`config.mk`:
```
export PLATFORM = sky130hd
export DESIGN_NAME = signed_int_to_decimal_ascii
export DESIGN_NICKNAME = d
export VERILOG_FILES = /design/src/sv/s2da_pkg.sv /design/src/sv/s2da_bcd_cell.sv /design/src/sv/signed_int_to_decimal_ascii.sv
export SDC_FILE = /design/constraint.sdc
export NUM_CORES = 1
export LEC_CHECK = 0
export ABC_CLOCK_PERIOD_IN_PS = 3100
export BUFFER_PORTS_ARGS = -buffer_cell sky130_fd_sc_hd__buf_4
export CORE_MARGIN = 2
export CORE_UTILIZATION = 35
export CTS_CLUSTER_DIAMETER = 80
export DETAILED_ROUTE_END_ITERATION = 8
export SLEW_MARGIN = 20
export SYNTH_ARGS = -nofsm -noshare
export SYNTH_HDL_FRONTEND = slang
export SYNTH_SLANG_ARGS = --single-unit
```
`constraint.sdc`:
```
create_clock -name clk_i -period 3.1 [get_ports clk_i]
set_clock_uncertainty 0.1 [all_clocks]
set_input_delay 0.465 -clock clk_i [delete_from_list [all_inputs] [get_ports clk_i]]
set_output_delay 0.465 -clock clk_i [all_outputs]
set_load 0.005 [all_outputs]
```
`src/sv/s2da_pkg.sv`:
```
`default_nettype none

package s2da_pkg;

  localparam int unsigned ValueWidth = 32;
  localparam int unsigned NumDigits  = 10;
  localparam int unsigned DigitIdxW  = $clog2(NumDigits);
  localparam int unsigned BitCntW    = $clog2(ValueWidth);
  localparam int unsigned CharWidth  = 6;
  localparam int unsigned LenWidth   = 4;

  localparam logic [CharWidth-1:0] CharZero  = 6'd48;
  localparam logic [CharWidth-1:0] CharMinus = 6'd45;

  typedef logic [3:0] bcd_t;

  typedef struct packed {
    logic clear;
    logic shift;
  } cell_ctrl_t;

endpackage

`default_nettype wire

```
`src/sv/s2da_bcd_cell.sv`:
```
`default_nettype none

module s2da_bcd_cell (
  input  wire                       clk_i,
  input  wire                       rst_ni,
  input  wire s2da_pkg::cell_ctrl_t ctrl_i,
  input  wire                       bit_i,
  output logic                      carry_o,
  output s2da_pkg::bcd_t            digit_o
);

  s2da_pkg::bcd_t digit_q, digit_d;
  s2da_pkg::bcd_t adj;

  // add-3 correction before the shift
  always_comb begin
    adj     = (digit_q >= 4'd5) ? digit_q + 4'd3 : digit_q;
    carry_o = adj[3];
    digit_d = digit_q;
    if (ctrl_i.clear) begin
      digit_d = '0;
    end else if (ctrl_i.shift) begin
      digit_d = {adj[2:0], bit_i};
    end
  end

  always_ff @(posedge clk_i or negedge rst_ni) begin
    if (!rst_ni) begin
      digit_q <= '0;
    end else begin
      digit_q <= digit_d;
    end
  end

  assign digit_o = digit_q;

endmodule

`default_nettype wire

```
`src/sv/signed_int_to_decimal_ascii.sv`:
```
`default_nettype none

// Signed 32-bit integer to decimal ASCII text, most significant character first.
// Input: value_i is taken at a rising edge where start is high and busy is low.
// busy stays high from the next cycle until the final character has been shown.
// Output: one beat per character, valid_o high for exactly one cycle per beat,
// carrying character_o, text_length_o (same on every beat of a value) and last_o.
// Negative values lead with a minus sign; zero gives a single '0'.
// Conversion runs through a row of ten BCD cells, shifting one magnitude bit per
// cycle, then sizes the text in the StSize state, then emits one beat per cycle.
// The next value can be started the cycle after last_o; none is taken while busy.
// The receiver cannot stall; beats are never held back.
// Reset (rst_ni low, asynchronous) returns the block to idle and drops any item
// in flight; no beat is produced for it.
module signed_int_to_decimal_ascii (
  input  wire                                clk_i,
  input  wire                                rst_ni,
  input  wire                                start,
  output logic                               busy,
  input  wire signed [s2da_pkg::ValueWidth-1:0] value_i,
  output logic                               valid_o,
  output logic [s2da_pkg::CharWidth-1:0]     character_o,
  output logic [s2da_pkg::LenWidth-1:0]      text_length_o,
  output logic                               last_o
);

  typedef enum logic [1:0] {
    StIdle,
    StConv,
    StSize,
    StEmit
  } state_e;

  state_e state_q;
  logic [s2da_pkg::ValueWidth-1:0] mag_q;
  logic                            neg_q;
  logic                            minus_q;
  logic [s2da_pkg::BitCntW-1:0]    cnt_q;
  logic [s2da_pkg::DigitIdxW-1:0]  pos_q;
  logic [s2da_pkg::LenWidth-1:0]   len_q;

  logic                  accept;
  s2da_pkg::cell_ctrl_t  ctrl;
  logic [s2da_pkg::NumDigits:0] chain;
  s2da_pkg::bcd_t        digits [s2da_pkg::NumDigits];
  logic [s2da_pkg::DigitIdxW-1:0] lead;
  s2da_pkg::bcd_t        cur_digit;

  assign accept     = start && !busy;
  assign ctrl.clear = accept;
  assign ctrl.shift = (state_q == StConv);
  assign chain[0]   = mag_q[s2da_pkg::ValueWidth-1];

  for (genvar g = 0; g < s2da_pkg::NumDigits; g++) begin : g_cell
    s2da_bcd_cell u_cell (
      .clk_i   (clk_i),
      .rst_ni  (rst_ni),
      .ctrl_i  (ctrl),
      .bit_i   (chain[g]),
      .carry_o (chain[g+1]),
      .digit_o (digits[g])
    );
  end

  // highest nonzero digit, zero if all digits are zero
  always_comb begin
    lead = '0;
    for (int i = 1; i < s2da_pkg::NumDigits; i++) begin
      if (digits[i] != 4'd0) begin
        lead = s2da_pkg::DigitIdxW'(i);
      end
    end
  end

  assign cur_digit = digits[pos_q];

  always_ff @(posedge clk_i or negedge rst_ni) begin
    if (!rst_ni) begin
      state_q <= StIdle;
      mag_q   <= '0;
      neg_q   <= 1'b0;
      minus_q <= 1'b0;
      cnt_q   <= '0;
      pos_q   <= '0;
      len_q   <= '0;
    end else begin
      case (state_q)
        StIdle: begin
          if (start) begin
            neg_q   <= value_i[s2da_pkg::ValueWidth-1];
            mag_q   <= value_i[s2da_pkg::ValueWidth-1] ?
                       (s2da_pkg::ValueWidth)'(32'd0 - value_i) : value_i;
            cnt_q   <= '0;
            state_q <= StConv;
          end
        end
        StConv: begin
          mag_q <= {mag_q[s2da_pkg::ValueWidth-2:0], 1'b0};
          cnt_q <= cnt_q + 1'b1;
          if (cnt_q == {s2da_pkg::BitCntW{1'b1}}) begin
            state_q <= StSize;
          end
        end
        StSize: begin
          pos_q   <= lead;
          minus_q <= neg_q;
          len_q   <= s2da_pkg::LenWidth'(lead) + 4'd1 + {3'd0, neg_q};
          state_q <= StEmit;
        end
        StEmit: begin
          if (minus_q) begin
            minus_q <= 1'b0;
          end else if (pos_q == '0) begin
            state_q <= StIdle;
          end else begin
            pos_q <= pos_q - 1'b1;
          end
        end
        default: begin
          state_q <= StIdle;
        end
      endcase
    end
  end

  assign busy          = (state_q != StIdle);
  assign valid_o       = (state_q == StEmit);
  assign character_o   = minus_q ? s2da_pkg::CharMinus
                                 : s2da_pkg::CharZero + {2'b00, cur_digit};
  assign text_length_o = len_q;
  assign last_o        = valid_o && !minus_q && (pos_q == '0);

  a_valid_busy: assert property (@(posedge clk_i) disable iff (!rst_ni)
    valid_o |-> busy)
    else $error("beat shown while idle");

  a_last_idle: assert property (@(posedge clk_i) disable iff (!rst_ni)
    last_o |=> !busy)
    else $error("still busy after last beat");

  a_beats_contiguous: assert property (@(posedge clk_i) disable iff (!rst_ni)
    (valid_o && !last_o) |=> (valid_o && $stable(text_length_o)))
    else $error("text broken or length changed mid-text");

  a_accept_busy: assert property (@(posedge clk_i) disable iff (!rst_ni)
    (start && !busy) |=> (busy && !valid_o))
    else $error("accepted item not taken up");

endmodule

`default_nettype wire

```
Word level (Yosys, flattened, before mapping)
Index checks and enable logic that the tools add are counted.

Bits in registers: 89. Input bits: 35. Logic and storage cells: 135.

Add/subtract/negate cells: 16. Order comparisons: 11. Equal/unequal tests: 9. Mux-type cells: 57. Bitwise operators: 1. Reduce and logical (&&, ||, !) cells: 24.

Operator list (count): $mux W4 (40); $mux W32 (2); $pmux W32 S2 (1); $ge A4 B3 Y1 const B (10); $add A4 B2 Y4 const B (9); $reduce_bool A4 Y1 (9); $sub A1 B32 Y32 const A (1); $bmux W4 S4 (1); $mux W2 (5); $pmux W5 S2 (1); $pmux W2 S4 (1); $pmux W4 S2 (1); $reduce_bool A2 Y1 (4); $add A5 B5 Y6 const A (1); $mux W6 (1); $ne A2 B2 Y1 const B (3); $add A5 B1 Y5 const B (1); $eq A5 B5 Y1 const B (1); $ge A5 B5 Y1 const B (1); $mux W5 (1); $not A4 Y5 (1); $add A4 B1 Y4 (1); $add A4 B1 Y4 const B (1); $eq A2 B2 Y1 const B (2); other kinds (14) (19).

Longest topological paths before layout
Word-level depth: 12. Mapped depth: 12.

Hierarchy
A second synthesis with hierarchy kept.

Cells, all modules: 673. Area, all modules: 6212.2 um2.

Modules (own cells, without submodules): signed_int_to_decimal_ascii (instances 1, cells each 403, area an instance 3597.2 um2); s2da_bcd_cell (instances 10, cells each 27, area an instance 261.5 um2).

Least setup slack after synthesis
No wires, ideal clock.

Path kind: reg-to-reg. Start: register g_cell[2].u_cell.digit_q[0]. End: register len_q (netlist bit text_length_o[1]). Arrival: 2211 ps. Path slack: 664 ps. Stages on the path, launching flop included: 12. Clock period less this slack: 2436 ps. Cell sequence: dfrtp_1 inv_1 ha_1 or3b_1 o2111ai_1 a31oi_1 o21ai_0 inv_1 ha_1 inv_1 ha_1 mux2_2.

Longest elaborated chain between the ends: 11.

RTL lines: start, declared (RTL line s2da_bcd_cell.sv:12) `s2da_pkg::bcd_t digit_q, digit_d;`; start signal, assigned (RTL line s2da_bcd_cell.sv:31) `digit_q <= digit_d;`; $reduce_bool A4 Y1 (RTL line signed_int_to_decimal_ascii.sv:69) `if (digits[i] != 4'd0) begin`; $mux W2 (RTL line signed_int_to_decimal_ascii.sv:69); $mux W4 (7 in a row) (RTL line signed_int_to_decimal_ascii.sv:69); $add A4 B1 Y4 (2 in a row) (RTL line signed_int_to_decimal_ascii.sv:107) `len_q <= s2da_pkg::LenWidth'(lead) + 4'd1 + {3'd0, neg_q};`; end signal, assigned (RTL line signed_int_to_decimal_ascii.sv:107); end, declared (RTL line signed_int_to_decimal_ascii.sv:40) `logic [s2da_pkg::LenWidth-1:0] len_q;`.

Every way passes these cells. A chain may end at the register's enable or synchronous reset.

Final worst setup path
Start: register pos_q[0] in the netlist's numbering. End: output character_o[1] in the netlist's numbering.

Longest elaborated chain between the ends: 6.

RTL lines: start, declared (RTL line signed_int_to_decimal_ascii.sv:39) `logic [s2da_pkg::DigitIdxW-1:0] pos_q;`; start signal, assigned (RTL line signed_int_to_decimal_ascii.sv:105) `pos_q <= lead;`; start signal, assigned (RTL line signed_int_to_decimal_ascii.sv:116) `pos_q <= pos_q - 1'b1;`; $not A4 Y5 (implied by the code) (RTL line signed_int_to_decimal_ascii.sv:75) `assign cur_digit = digits[pos_q];`; $bmux W4 S4 (RTL line signed_int_to_decimal_ascii.sv:75); $mux W4 (implied by the code) (2 in a row) (RTL line signed_int_to_decimal_ascii.sv:75); $add A5 B5 Y6 (RTL line signed_int_to_decimal_ascii.sv:129) `: s2da_pkg::CharZero + {2'b00, cur_digit};`; $mux W6 (RTL line signed_int_to_decimal_ascii.sv:128) `assign character_o = minus_q ? s2da_pkg::CharMinus`; end, declared (RTL line signed_int_to_decimal_ascii.sv:22) `output logic [s2da_pkg::CharWidth-1:0] character_o,`.

Every way passes these cells. The select of a mux whose other input is x is not followed.

==> metrics.md <==
| Metric | Value |
|---|---|
| Outcome | `finished, final reports clean` |
| Via-to-Cell Ratio | `5.33` |
| CP Capture Type | `output port` |
| Critical Path RT | `2.53 ns` |
| Commonest non-fill, non-tap cells in the layout | `89 x dfrtp_1, 81 x o21ai_0, 61 x nor2_1` |
| Setup_tns | `0 ns` |
| Leak | `3.01 nW` |
| Maximum vdd drop | `0.000445 V` |
| Yosys reg bits | `89` |
| Clock network latency to the later pin of the worst-skew pair | `0.35 ns` |
| Hold Crit Class | `primary input to asynchronous set/reset pin` |
| Vias | `5114` |
| Post CTS Setup Buffer Count | `0` |
| GRT Total Usage | `16.6%` |
| Hold buffers post-CTS | `0` |
| Initial Util | `35.8%` |
| Gate Count Post-Synth | `706` |
| Ports | `48` |
| Drt wl/cell | `15.3 um` |
| Max Cap Viol | `0` |
| Final net count | `798` |
| Chip Width | `137 um` |
| TritonCTS buffer count | `9` |
| Slew HR | `28.2%` |
| CP startpoint kind | `flop` |
| Met2 WL post-DR | `6850 um` |
| Fraction of layout cells with a size suffix above 1 | `12.4%` |
| Drt pass-1 iters | `5` |
| Top Metal Used | `met4` |
| Max Transition Viols Final | `0` |
| Layout filler cell count | `1767` |
| Pwr dens | `975 nW/um2` |
| Critical path arrival | `2.23 ns` |
| Syn Nets | `774` |
| I/O Buffers | `46` |
| WL met3 | `466 um` |
| Final Hold Fails | `0` |
| DR DRC count | `0` |
| Layout Utilization | `41.0%` |
| Max Fclk | `0.358 GHz` |
| Synth warn | `0` |
| Die Y-Extent | `137 um` |
| Final setup margin | `0.307 ns` |
| Drt initial violations | `293` |
| CTS resizes | `0` |
| CTS tree | `built` |
| Core Region | `17300 um2` |
| RePlAce Congestion | `0.792` |
| Synth area leader | `dfrtp_1` |
| Setup Crit Path Kind | `flop to output port` |
| Root Driver | `clkbuf_16` |
| Post-route antenna net violation count | `0` |
| DP Wirelength | `10300 um` |
| Largest net degree at the start of global routing | `73` |
| Top FF cell, synth | `dfrtp_1` |
| Syn Area/Cell | `8.78 um2` |
| Metal-1 WL | `7230 um` |
| Number of global-route vias before repair | `4816` |
| Num rows | `48` |
| Period utilization | `90.1%` |
| Ranking of synthesized cells by area | `dfrtp_1 36%, ha_1 6.7%, mux2i_1 6.6%` |
| Place WS | `0.425 ns` |
| Synth top area share | `35.9%` |
| DIE AREA | `18800 um2` |
| Number of synthesized flops with an enable pin | `0` |
| Clock Pin Slew Worst Setup and Hold Paths | `0.06 ns` |
| Share of the yosys chip area belonging to registers | `35.9%` |
| Ys async rst share | `100%` |
| CTS max path bufs | `2` |
| Post-Syn Area | `6200 um2` |
| Worst Tran Pin Value | `1.07 ns` |
| Synth-to-layout area growth | `14.4%` |
| RSZ-0062 raised after global routing | `no` |
| H-tree depth | `3` |
| CP max FO | `13` |
| First-pass GRT wire length | `24800 um` |
| Grt ovf | `0` |
| Setup violations, final | `0` |
| Initial antenna violation count | `0` |
| Tmin final | `2.79 ns` |
| Diode count | `0` |
| Distinct cell type count after synthesis | `66` |
| Clock sink count | `89` |
| Post-Route WL | `14700 um` |
| Most common cell after layout, fill and taps aside | `dfrtp_1` |
-- power by group --
part	leakage, nW	switching (mW)	internal, mW
Clock	0.155	0.457	0.751
Sequential	1.13	0.547	1.65
Combinational	1.73	1.94	1.57
Total	3.01	2.94	3.97
-- worst paths after layout --
check / startpoint / to / depth (start not counted) / slack (ns)
max in group asynchronous: rst_ni / mag_q[10] / 2 / 2.19
worst min register to register: mag_q[10] / mag_q[10] / 2 / 0.38
worst max-delay path: pos_q[0] / character_o[1] / 6 / 0.31
worst min-delay path: rst_ni / g_cell[8].u_cell.digit_o[2] / 1 / 0.04
worst max register to register: g_cell[2].u_cell.digit_o[0] / text_length_o[1] / 11 / 0.41
min in group clk_i: value_i[25] / mag_q[25] / 3 / 0.31
-- per-stage QoR --
| step | instance area [um2] | hold WS (ns) | std cells | total power, mW |
|---|---|---|---|---|
| after floorplan | 6200 | 0.0694 | 706 | 4.71 |
| after CTS | 7090 | 0.0674 | 960 | 6.98 |
| after global routing | 7090 | 0.102 | 960 | 7.56 |
| final | 7090 | 0.0439 | 960 | 6.92 |
| after global placement | 6760 | 0.364 | 944 | 5.68 |
| after detailed placement | 6760 | 0.367 | 944 | 5.73 |
-- sequential cells by signal, summed over array words and instances (netlist names) --
| signal | count |
|---|---|
| cnt_q | 5 |
| g_cell.u_cell.digit_o | 40 |
| mag_q | 32 |
| minus_q | 1 |
| neg_q | 1 |
| pos_q | 4 |
| state_q | 2 |
| text_length_o | 4 |
-- cell usage after synthesis, drive strengths merged, types with 3 or more instances --
cell type / count
xor2: 13
nor3b: 14
nor2: 61
o22ai: 4
o211ai: 5
nand3b: 3
clkbuf: 33
dfrtp: 89
a21oi: 58
o311ai: 6
a21o: 5
nor2b: 4
nand4: 3
a31oi: 5
mux2i: 41
inv: 35
and3: 12
nor3: 10
or3: 10
a211oi: 7
nand3: 22
nor4: 4
ha: 33
o31ai: 6
xnor2: 22
nand2: 50
mux4: 8
or4: 7
a32oi: 3
mux2: 4
nand2b: 14
o21ai: 83
buf: 7
-- metal layers --
metal	up-vias	track usage, %
met1	2455	23.1
met3	6	3.59
met5	-	0
li1	2579	-
met2	74	26.8
met4	0	3.04
-- logic make-up (layout without fill, tap and decap cells) --
family | count (synthesis) | after routing | synth area share [%]
and+or+nand+nor | 222 | 222 | 18.7
other | 1 | 1 | 0.0605
DFF | 89 | 89 | 35.9
xor gates and xnor gates | 35 | 35 | 4.94
buffers and inverters | 75 | 104 | 4.70
adders and majority gates | 33 | 33 | 6.66
muxes | 53 | 53 | 10.3
AOI/OAI and AO/OA | 198 | 198 | 18.8
-- cell type report --
| class | instances | area [um2] | area share (%) |
|---|---|---|---|
| multi-input cells | 542 | 3700 | 52.1 |
| flip-flops and latches | 89 | 2230 | 31.4 |
| repair buffers | 53 | 423 | 5.96 |
| well taps | 225 | 282 | 3.97 |
| clock buffers | 12 | 256 | 3.62 |
| inverters | 35 | 131 | 1.85 |
| clock inverters | 4 | 75.1 | 1.06 |
-- critical path, stage by stage (launching register included) --
cell and delay [ns]:
dfrtp_1 0.73, mux4_2 0.58, mux2i_1 0.16, nor2_1 0.07, a21oi_1 0.13, nor2_1 0.07
buf_4 0.15
Power figures use the tool's default switching activity.
